<file path="src/rtl/four_sum_two_pointer_unit_defines.svh">
// Assertion macros for the four-sum search unit.
// Expects signals named clock and reset in the module that uses them.
`ifndef FOUR_SUM_TWO_POINTER_UNIT_DEFINES_SVH
`define FOUR_SUM_TWO_POINTER_UNIT_DEFINES_SVH

// Consequent must hold in the same cycle as the antecedent.
`define FSP_ASSERT_NOW(label, ante, cons, msg) \
   label: assert property (@(posedge clock) disable iff (reset) (ante) |-> (cons)) \
      else $error(msg);

// Consequent must hold in the cycle after the antecedent.
`define FSP_ASSERT_NEXT(label, ante, cons, msg) \
   label: assert property (@(posedge clock) disable iff (reset) (ante) |=> (cons)) \
      else $error(msg);

`endif

</file>
<file path="src/rtl/fsp_pkg.sv">
// Shared types and constants for the four-sum search unit.
// No dependencies; used by fsp_sum_unit and four_sum_two_pointer_unit.
package fsp_pkg;

   localparam int VAL_W = 32;
   localparam int ACC_W = 34;

   localparam logic [1:0] MODE_CLEAR = 2'd0;
   localparam logic [1:0] MODE_LOAD  = 2'd1;
   localparam logic [1:0] MODE_FETCH = 2'd2;

   typedef struct packed {
      logic [1:0]              mode;
      logic signed [VAL_W-1:0] value;
   } req_type;

   typedef struct packed {
      logic                    found;
      logic signed [VAL_W-1:0] first_value;
      logic signed [VAL_W-1:0] second_value;
      logic signed [VAL_W-1:0] third_value;
      logic signed [VAL_W-1:0] fourth_value;
   } rsp_type;

   typedef struct packed {
      logic load;
      logic add;
   } sum_ctl_type;

   typedef struct packed {
      logic gt;
      logic eq;
   } sum_sts_type;

endpackage

</file>
<file path="src/rtl/fsp_ram.sv">
// Generic single-write, single-read memory with registered read data.
// No dependencies.
module fsp_ram #(
   parameter int WIDTH = 32,
   parameter int DEPTH = 64
) (
   input  logic                     clock,
   input  logic                     wr_en,
   input  logic [$clog2(DEPTH)-1:0] wr_addr,
   input  logic [WIDTH-1:0]         wr_data,
   input  logic [$clog2(DEPTH)-1:0] rd_addr,
   output logic [WIDTH-1:0]         rd_data
);

   logic [WIDTH-1:0] mem_ff [DEPTH];
   logic [WIDTH-1:0] rd_data_ff;

   always_ff @(posedge clock) begin
      if (wr_en) begin
         mem_ff[wr_addr] <= wr_data;
      end
      rd_data_ff <= mem_ff[rd_addr];
   end

   assign rd_data = rd_data_ff;

endmodule

</file>
<file path="src/rtl/fsp_sum_unit.sv">
// Shared 34-bit accumulator with signed compare against a reference value.
// Depends on fsp_pkg.
module fsp_sum_unit (
   input  logic                              clock,
   input  fsp_pkg::sum_ctl_type              ctl,
   input  logic signed [fsp_pkg::VAL_W-1:0]  operand,
   input  logic signed [fsp_pkg::VAL_W-1:0]  ref_val,
   output logic signed [fsp_pkg::VAL_W-1:0]  acc_low,
   output fsp_pkg::sum_sts_type              sts
);

   logic signed [fsp_pkg::ACC_W-1:0] acc_ff;
   logic signed [fsp_pkg::ACC_W-1:0] acc_in;
   logic signed [fsp_pkg::ACC_W-1:0] op_ext;
   logic signed [fsp_pkg::ACC_W-1:0] ref_ext;

   assign op_ext  = {{(fsp_pkg::ACC_W - fsp_pkg::VAL_W){operand[fsp_pkg::VAL_W-1]}}, operand};
   assign ref_ext = {{(fsp_pkg::ACC_W - fsp_pkg::VAL_W){ref_val[fsp_pkg::VAL_W-1]}}, ref_val};

   always_comb begin
      acc_in = acc_ff;
      if (ctl.load) begin
         acc_in = op_ext;
      end else if (ctl.add) begin
         acc_in = acc_ff + op_ext;
      end
   end

   always_ff @(posedge clock) begin
      acc_ff <= acc_in;
   end

   assign acc_low = acc_ff[fsp_pkg::VAL_W-1:0];
   assign sts.gt  = (acc_ff > ref_ext);
   assign sts.eq  = (acc_ff == ref_ext);

endmodule

</file>
<file path="src/rtl/four_sum_two_pointer_unit.sv">
// Top level of the four-sum search unit: sequencer, store and pointers.
// Depends on fsp_pkg, fsp_ram, fsp_sum_unit and the assertion macro header.
//
// Usage:
//   Items enter on req_data when start is high and busy is low. Mode clear
//   empties the store in the accept cycle. Mode load inserts value into the
//   store, kept in ascending order: each larger element moves up one slot
//   until the value lands in slot 0 or stops above one that is not larger;
//   busy is high meanwhile. A load into a full store is dropped.
//   Mode fetch resumes the search for four values that add up to the target
//   and answers with one rsp_valid strobe on rsp_data. Each probe reads the
//   store four times through its single read port and sums in one shared
//   accumulator; a fetch may probe a number of quadruples that grows with
//   the cube of the number of stored values. A fetch with fewer than four
//   values answers not found in the cycle after start; one after the search
//   is exhausted also answers not found. Clear and the unused mode leave busy
//   low. csr_wr_en writes target_sum; write it only while idle.
//   Reset empties the store, clears target_sum and rewinds the search.
//   Results are shown for one cycle only; the receiver cannot stall.
`include "four_sum_two_pointer_unit_defines.svh"
module four_sum_two_pointer_unit #(
   parameter int MAX_ELEMENTS = 64
) (
   input  logic                              clock,
   input  logic                              reset,
   input  logic                              start,
   output logic                              busy,
   input  fsp_pkg::req_type                  req_data,
   output logic                              rsp_valid,
   output fsp_pkg::rsp_type                  rsp_data,
   input  logic                              csr_wr_en,
   input  logic signed [fsp_pkg::VAL_W-1:0]  csr_wr_data
);

   localparam int IDX_W = $clog2(MAX_ELEMENTS);
   localparam int CNT_W = $clog2(MAX_ELEMENTS + 1);
   localparam int PW    = CNT_W + 1;
   localparam logic [CNT_W-1:0] CNT_MAX = CNT_W'(MAX_ELEMENTS);

   typedef enum logic [7:0] {
      ST_IDLE    = 8'b0000_0001,
      ST_INS_RD  = 8'b0000_0010,
      ST_INS_WT  = 8'b0000_0100,
      ST_INS_CMP = 8'b0000_1000,
      ST_SRCH    = 8'b0001_0000,
      ST_SUM_RD  = 8'b0010_0000,
      ST_SUM_DRN = 8'b0100_0000,
      ST_SUM_CHK = 8'b1000_0000
   } state_type;

   state_type state_ff, state_in;

   logic [CNT_W-1:0] cnt_ff, cnt_in;
   logic [CNT_W-1:0] oi_ff, oi_in;
   logic [CNT_W-1:0] sj_ff, sj_in;
   logic [CNT_W-1:0] lo_ff, lo_in;
   logic [CNT_W-1:0] hi_ff, hi_in;
   logic [CNT_W-1:0] pos_ff, pos_in;
   logic             started_ff, started_in;
   logic [1:0]       k_ff, k_in;
   logic             rd_vld_ff, rd_vld_in;
   logic [1:0]       tag_ff, tag_in;
   logic             rsp_valid_ff, rsp_valid_in;
   fsp_pkg::rsp_type rsp_data_ff, rsp_data_in;

   logic signed [fsp_pkg::VAL_W-1:0] target_ff;
   logic signed [fsp_pkg::VAL_W-1:0] value_ff, value_in;
   logic signed [fsp_pkg::VAL_W-1:0] q_ff [4];

   logic                      ram_wr_en;
   logic [IDX_W-1:0]          ram_wr_addr;
   logic [fsp_pkg::VAL_W-1:0] ram_wr_data;
   logic [IDX_W-1:0]          ram_rd_addr;
   logic [fsp_pkg::VAL_W-1:0] ram_rd_data;

   fsp_pkg::sum_ctl_type             sum_ctl;
   fsp_pkg::sum_sts_type             sum_sts;
   logic signed [fsp_pkg::VAL_W-1:0] sum_ref;
   logic signed [fsp_pkg::VAL_W-1:0] acc_low;

   logic [CNT_W-1:0] pos_dec;
   logic [CNT_W-1:0] probe_ptr;
   logic             outer_ok;
   logic             second_ok;
   logic             pair_ok;

   fsp_ram #(
      .WIDTH (fsp_pkg::VAL_W),
      .DEPTH (MAX_ELEMENTS)
   ) u_store (
      .clock   (clock),
      .wr_en   (ram_wr_en),
      .wr_addr (ram_wr_addr),
      .wr_data (ram_wr_data),
      .rd_addr (ram_rd_addr),
      .rd_data (ram_rd_data)
   );

   fsp_sum_unit u_sum (
      .clock   (clock),
      .ctl     (sum_ctl),
      .operand (ram_rd_data),
      .ref_val (sum_ref),
      .acc_low (acc_low),
      .sts     (sum_sts)
   );

   assign pos_dec   = pos_ff - 1'b1;
   assign outer_ok  = (({1'b0, oi_ff} + PW'(3)) < {1'b0, cnt_ff});
   assign second_ok = (({1'b0, sj_ff} + PW'(2)) < {1'b0, cnt_ff});
   assign pair_ok   = (lo_ff < hi_ff) && (hi_ff < cnt_ff);

   always_comb begin
      case (k_ff)
         2'd0:    probe_ptr = oi_ff;
         2'd1:    probe_ptr = sj_ff;
         2'd2:    probe_ptr = lo_ff;
         default: probe_ptr = hi_ff;
      endcase
   end

   // Insertion compares the moved element with the new value; search
   // compares the four-value sum with the target.
   assign sum_ref      = (state_ff == ST_INS_CMP) ? value_ff : target_ff;
   assign sum_ctl.load = (state_ff == ST_INS_WT) || (rd_vld_ff && (tag_ff == 2'd0));
   assign sum_ctl.add  = rd_vld_ff && (tag_ff != 2'd0);

   always_comb begin
      state_in     = state_ff;
      cnt_in       = cnt_ff;
      oi_in        = oi_ff;
      sj_in        = sj_ff;
      lo_in        = lo_ff;
      hi_in        = hi_ff;
      pos_in       = pos_ff;
      started_in   = started_ff;
      k_in         = k_ff;
      rd_vld_in    = 1'b0;
      tag_in       = tag_ff;
      value_in     = value_ff;
      rsp_valid_in = 1'b0;
      rsp_data_in  = rsp_data_ff;
      ram_wr_en    = 1'b0;
      ram_wr_addr  = pos_ff[IDX_W-1:0];
      ram_wr_data  = value_ff;
      ram_rd_addr  = pos_dec[IDX_W-1:0];

      unique case (state_ff)
         ST_IDLE: begin
            if (start) begin
               unique case (req_data.mode)
                  fsp_pkg::MODE_CLEAR: begin
                     cnt_in     = '0;
                     started_in = 1'b0;
                  end
                  fsp_pkg::MODE_LOAD: begin
                     started_in = 1'b0;
                     if (cnt_ff != CNT_MAX) begin
                        pos_in   = cnt_ff;
                        value_in = req_data.value;
                        state_in = ST_INS_RD;
                     end
                  end
                  fsp_pkg::MODE_FETCH: begin
                     if (cnt_ff < CNT_W'(4)) begin
                        rsp_valid_in = 1'b1;
                        rsp_data_in  = '0;
                     end else begin
                        if (!started_ff) begin
                           oi_in      = '0;
                           sj_in      = CNT_W'(1);
                           lo_in      = CNT_W'(2);
                           hi_in      = cnt_ff - 1'b1;
                           started_in = 1'b1;
                        end
                        state_in = ST_SRCH;
                     end
                  end
                  default: begin
                  end
               endcase
            end
         end

         ST_INS_RD: begin
            if (pos_ff == '0) begin
               ram_wr_en = 1'b1;
               cnt_in    = cnt_ff + 1'b1;
               state_in  = ST_IDLE;
            end else begin
               state_in = ST_INS_WT;
            end
         end

         ST_INS_WT: begin
            state_in = ST_INS_CMP;
         end

         ST_INS_CMP: begin
            ram_wr_en = 1'b1;
            if (sum_sts.gt) begin
               // shift the larger element up one slot and keep walking
               ram_wr_data = acc_low;
               pos_in      = pos_dec;
               state_in    = ST_INS_RD;
            end else begin
               cnt_in   = cnt_ff + 1'b1;
               state_in = ST_IDLE;
            end
         end

         ST_SRCH: begin
            if (!outer_ok) begin
               rsp_valid_in = 1'b1;
               rsp_data_in  = '0;
               state_in     = ST_IDLE;
            end else if (!second_ok) begin
               oi_in = oi_ff + 1'b1;
               sj_in = oi_ff + CNT_W'(2);
               lo_in = oi_ff + CNT_W'(3);
               hi_in = cnt_ff - 1'b1;
            end else if (!pair_ok) begin
               sj_in = sj_ff + 1'b1;
               lo_in = sj_ff + CNT_W'(2);
               hi_in = cnt_ff - 1'b1;
            end else begin
               k_in     = 2'd0;
               state_in = ST_SUM_RD;
            end
         end

         ST_SUM_RD: begin
            ram_rd_addr = probe_ptr[IDX_W-1:0];
            rd_vld_in   = 1'b1;
            tag_in      = k_ff;
            k_in        = k_ff + 1'b1;
            if (k_ff == 2'd3) begin
               state_in = ST_SUM_DRN;
            end
         end

         ST_SUM_DRN: begin
            state_in = ST_SUM_CHK;
         end

         ST_SUM_CHK: begin
            if (sum_sts.eq) begin
               rsp_valid_in             = 1'b1;
               rsp_data_in.found        = 1'b1;
               rsp_data_in.first_value  = q_ff[0];
               rsp_data_in.second_value = q_ff[1];
               rsp_data_in.third_value  = q_ff[2];
               rsp_data_in.fourth_value = q_ff[3];
               lo_in                    = lo_ff + 1'b1;
               hi_in                    = hi_ff - 1'b1;
               state_in                 = ST_IDLE;
            end else begin
               if (sum_sts.gt) begin
                  hi_in = hi_ff - 1'b1;
               end else begin
                  lo_in = lo_ff + 1'b1;
               end
               state_in = ST_SRCH;
            end
         end

         default: begin
            state_in = ST_IDLE;
         end
      endcase
   end

   always_ff @(posedge clock) begin
      if (reset) begin
         state_ff     <= ST_IDLE;
         cnt_ff       <= '0;
         oi_ff        <= '0;
         sj_ff        <= CNT_W'(1);
         lo_ff        <= CNT_W'(2);
         hi_ff        <= '0;
         pos_ff       <= '0;
         started_ff   <= 1'b0;
         k_ff         <= '0;
         rd_vld_ff    <= 1'b0;
         tag_ff       <= '0;
         rsp_valid_ff <= 1'b0;
         target_ff    <= '0;
      end else begin
         state_ff     <= state_in;
         cnt_ff       <= cnt_in;
         oi_ff        <= oi_in;
         sj_ff        <= sj_in;
         lo_ff        <= lo_in;
         hi_ff        <= hi_in;
         pos_ff       <= pos_in;
         started_ff   <= started_in;
         k_ff         <= k_in;
         rd_vld_ff    <= rd_vld_in;
         tag_ff       <= tag_in;
         rsp_valid_ff <= rsp_valid_in;
         if (csr_wr_en) begin
            target_ff <= csr_wr_data;
         end
      end
   end

   // hold each fetched value of the probed quadruple for the result
   always_ff @(posedge clock) begin
      value_ff    <= value_in;
      rsp_data_ff <= rsp_data_in;
      if (rd_vld_ff) begin
         q_ff[tag_ff] <= ram_rd_data;
      end
   end

   assign busy      = (state_ff != ST_IDLE);
   assign rsp_valid = rsp_valid_ff;
   assign rsp_data  = rsp_data_ff;

   `FSP_ASSERT_NEXT(a_no_rsp_after_non_fetch, start && !busy && (req_data.mode != fsp_pkg::MODE_FETCH), !rsp_valid, "result after an item that is not a fetch")
   `FSP_ASSERT_NOW(a_rsp_when_idle, rsp_valid, !busy, "result shown while sequencer busy")
   `FSP_ASSERT_NOW(a_probe_order, state_ff == ST_SUM_RD, (oi_ff < sj_ff) && (sj_ff < lo_ff) && (lo_ff < hi_ff), "probe pointers out of order")

endmodule
</file>
<file path="config.mk">
export PLATFORM = sky130hd
export DESIGN_NAME = four_sum_two_pointer_unit
export DESIGN_NICKNAME = d
export VERILOG_FILES = /design/src/rtl/fsp_pkg.sv /design/src/rtl/fsp_ram.sv /design/src/rtl/fsp_sum_unit.sv /design/src/rtl/four_sum_two_pointer_unit.sv
export VERILOG_INCLUDE_DIRS = /design/src /design/src/rtl
export SDC_FILE = /design/constraint.sdc
export NUM_CORES = 2
export LEC_CHECK = 0
export ABC_AREA = 1
export BUFFER_PORTS_ARGS = -buffer_cell sky130_fd_sc_hd__clkbuf_2
export CAP_MARGIN = 5
export CORE_MARGIN = 1.5
export CORE_UTILIZATION = 50
export CTS_CLUSTER_SIZE = 24
export DETAILED_ROUTE_END_ITERATION = 8
export PLACE_DENSITY = 0.74
export SLEW_MARGIN = 0
export SYNTH_ARGS = -nofsm -noshare
export SYNTH_HDL_FRONTEND = slang
export SYNTH_SLANG_ARGS = --single-unit
</file>
<file path="constraint.sdc">
create_clock -name clock -period 14.2 [get_ports clock]
set_input_delay 1.42 -clock clock [delete_from_list [all_inputs] [get_ports clock]]
set_output_delay 1.42 -clock clock [all_outputs]
set_load 0.01 [all_outputs]
</file>
==> impl_metrics.py <==
metrics = {
    "outcome": {
        "status": "finished with violations",
        "violations": "design-rule violations",
    },
    "finish": {
        "postLayoutCellArea_mm2": 0.121,
        "final_cell_count_no_fill": 13300,
        "layout_common_cells": "nand2_1, edfxtp_1, nand3_1, inv_1, nor2_1",
        "syn2layout_area_growth_pct": 11.3,
        "nNetsFinal": 10400,
        "layout-drive-gt1-share_pct": 8.41,
        "final_common_cell": "nand2_1",
    },
    "clock_network": {
        "cts_buffers": 233,
        "clk_latency_ps": 900,
        "clock_sinks": 2492,
        "cts_resized": 0,
        "clock_tree.buffer_depth": 3,
        "cts_hold_buf": 0,
        "clkTransAtPathRegs_ps": 70,
        "cts_root_buffer": "clkbuf_16",
        "cts_max_level": 4,
        "post-cts-setup-buffers": 0,
        "cts_tree": "built",
    },
    "route": {
        "drtIter0Drc": 11800,
        "via_per_inst": 5.84,
        "first_pass_iters": 9,
        "ant_nets": 0,
        "wl_per_cell_um": 24.5,
        "wl_mm": 326,
        "drc": 2,
        "num_vias": 77700,
    },
    "global_route": {
        "antenna_found_initial": 8,
        "grt_max_degree": 210,
        "grt_overflow": 0,
        "gr-usage-all-layers_pct": 28.9,
        "grt_pass1_wl_mm": 475,
        "grt_pass1_vias": 72300,
    },
    "sta": {
        "post-route-min-period_ps": 6700,
        "worst_slew_pin_slew_ps": 1250,
        "slew_violations": 0,
        "hold_violations": 0,
        "fin_crit_sh_pct": 47.2,
        "whs_ps": 504,
        "fmax_mhz": 149,
        "grt_setup_unrepaired": "false",
        "final-setup-viol-count": 0,
        "slew_headroom_pct": 16.3,
        "skew_ps": 35.5,
        "setup_tns_ps": 0,
    },
    "worst_setup_path": {
        "cp-start-kind": "flop",
        "arrival_ps": 7300,
        "max_stage_delay_ps": 730,
        "crit_chain": "nor2_1 -> inv_1 -> nor2_1 -> nand2_1 -> inv_2 -> buf_4 -> o21ai_0 -> ha_1 -> nand2_1 -> nor2_1 -> nand3_1 -> nor2_1 -> nand3_1 -> nand2_1 -> nor2_1 -> nand3_1 -> nand4_1 -> buf_4 -> clkinv_2 -> buf_4 -> nand2_1 -> o21ai_4 -> buf_4",
        "path_max_fanout": 64,
        "crit_family": "buffers and inverters",
        "crit_type": "reg2reg",
        "cp-end-kind": "flop",
        "crit_required_ps": 14810,
        "cpMostUsedCell": "nor2_1",
        "crit_buf_inv": 7,
        "cp_slowest_cell": "buf_4",
    },
    "synthesis": {
        "ys_seq_elements": 2492,
        "syn-cell-area_mm2": 0.109,
        "ys_seq_area_share_pct": 67.7,
        "syn_inst": 10200,
        "async_flop_share_pct": 0,
        "synth_flop_cell": "edfxtp_1",
        "synth_edf_count": 2371,
        "ys_warn_count": 0,
        "synth.avg_cell_area_um2": 10.7,
        "synth_nets": 10300,
        "ys_types": 50,
    },
    "die": {
        "start_util_pct": 50.2,
        "die_area_mm2": 0.220,
        "die_h_um": 469,
        "pin_count": 201,
        "rows": 171,
        "core_mm2": 0.217,
        "die_x_um": 469,
    },
    "placement": {
        "hpwl_mm": 174,
        "dp_cells": 12800,
        "io_buffers": 200,
        "routabilityCongestion": 0.971,
        "placed_area_mm2": 0.113,
    },
    "power_and_ir_drop": {
        "p_int_mw": 13.1,
        "power_mw": 19.6,
        "switching_share_pct": 33.1,
        "clock_power_share_pct": 32.5,
        "sequentialPowerShare_pct": 44.0,
        "p_leak_nw": 47.5,
        "combPwrFrac_pct": 23.5,
        "p_switching_mw": 6.49,
        "powerDensity_mw_per_mm2": 162,
        "ir_drop_mv": 0.140,
    },
    "worst_hold_path": {
        "hold_class": "reg2reg",
    },
    "job": {
        "drv_cap": 0,
    },
}
[cell type report]
| class | instances | area (um2) |
|---|---|---|
| well taps | 2854 | 3570 |
| diodes | 6 | 15.0 |
| repair buffers | 375 | 2430 |
| multi-input cells | 5606 | 28000 |
| flip-flops and latches | 2492 | 73600 |
| clock inverters | 149 | 1570 |
| fillers | 17400 | 95600 |
| clock buffers | 294 | 6200 |
| inverters | 1521 | 5730 |
[kinds of logic (layout without fill, tap and decap cells)]
family / after synthesis / in the layout / synth area share [%]
other cells: 0 / 6 / 0
buf+inv: 2060 / 2339 / 7.50
mux: 1 / 1 / 0.00920
xor+xnor: 27 / 27 / 0.217
fa+ha+maj: 108 / 108 / 1.25
simple gates: 4946 / 4946 / 20.4
flops: 2492 / 2492 / 67.7
compound gates: 524 / 524 / 2.99
[power by group through the flow]
stage	registers (mW)	clock network [mW]	logic [mW]
6_report	8.62	6.37	4.61
5_1_grt	8.62	6.68	4.91
4_1_cts	8.61	6.41	4.46
3_5_place_dp	8.77	0	4.43
3_3_place_gp	8.76	0	4.36
2_1_floorplan	8.63	0	2.76
[per-layer routing]
| layer | track usage [%] | share of wire [%] |
|---|---|---|
| met1 | 39.9 | 38 |
| met2 | 44.9 | 45 |
| met3 | 6.06 | 13 |
| met4 | 11.9 | 4.4 |
| met5 | 0 | 0.0052 |
[per-stage QoR]
step / worst slack (ps) / util [%]
2_1_floorplan: 7850 / -
3_3_place_gp: 7660 / 52.3
3_5_place_dp: 7620 / 52.3
4_1_cts: 7570 / 55.9
5_1_grt: 6990 / 55.9
6_report: 7500 / 55.9
[sequential cells by signal, summed over array words and instances (netlist names), 8 cells and up]
| name | flops |
|---|---|
| rsp_data | 129 |
| q_ff | 128 |
| u_sum.acc_ff | 34 |
| u_store.mem_ff | 2048 |
| value_ff | 32 |
| u_store.rd_data | 32 |
| state_ff | 8 |
| target_ff | 32 |
[cells in the mapped netlist (4+ instances only)]
master | count | area (um2)
nand2_1 | 2411 | 9050
edfxtp_1 | 2371 | 71200
nand3_1 | 1693 | 8470
inv_1 | 1514 | 5680
nor2_1 | 425 | 1600
nand3b_1 | 324 | 2430
clkbuf_1 | 239 | 897
buf_2 | 216 | 1080
o211ai_1 | 198 | 1490
o21ai_0 | 174 | 871
dfxtp_1 | 121 | 2420
ha_1 | 107 | 1340
a21oi_1 | 93 | 465
buf_1 | 57 | 214
nand4_1 | 30 | 188
nor3_1 | 28 | 140
xor2_1 | 21 | 184
buf_6 | 14 | 158
buf_4 | 13 | 97.6
a21o_1 | 11 | 82.6
o22ai_1 | 11 | 68.8
or2_2 | 10 | 62.6
nor4_1 | 9 | 56.3
o21bai_1 | 9 | 67.6
o21a_1 | 7 | 52.6
a31oi_1 | 6 | 37.5
xnor2_1 | 6 | 52.6
inv_2 | 4 | 15.0
[path summary, 6_finish.rpt]
path,start,endpoint,slack [ps],cells after the start
max,state_ff[4]$_SDFFE_PP0P_,u_store.mem_ff[48][29]$_DFFE_PP_,7500,23
min,oi_ff[4]$_SDFFE_PP0P_,oi_ff[4]$_SDFFE_PP0P_,500,2
max reg2reg,state_ff[4]$_SDFFE_PP0P_,u_store.mem_ff[48][29]$_DFFE_PP_,7500,23
min reg2reg,oi_ff[4]$_SDFFE_PP0P_,oi_ff[4]$_SDFFE_PP0P_,500,2
[tightest hold or removal path: cells and delay by family, from the launching register on]
family,cells,cell delay (ps)
AO/OA/AOI/OAI,1,60
AND/OR/NAND/NOR,1,70
flip-flops,1,330
Power figures use the tool's default switching activity.
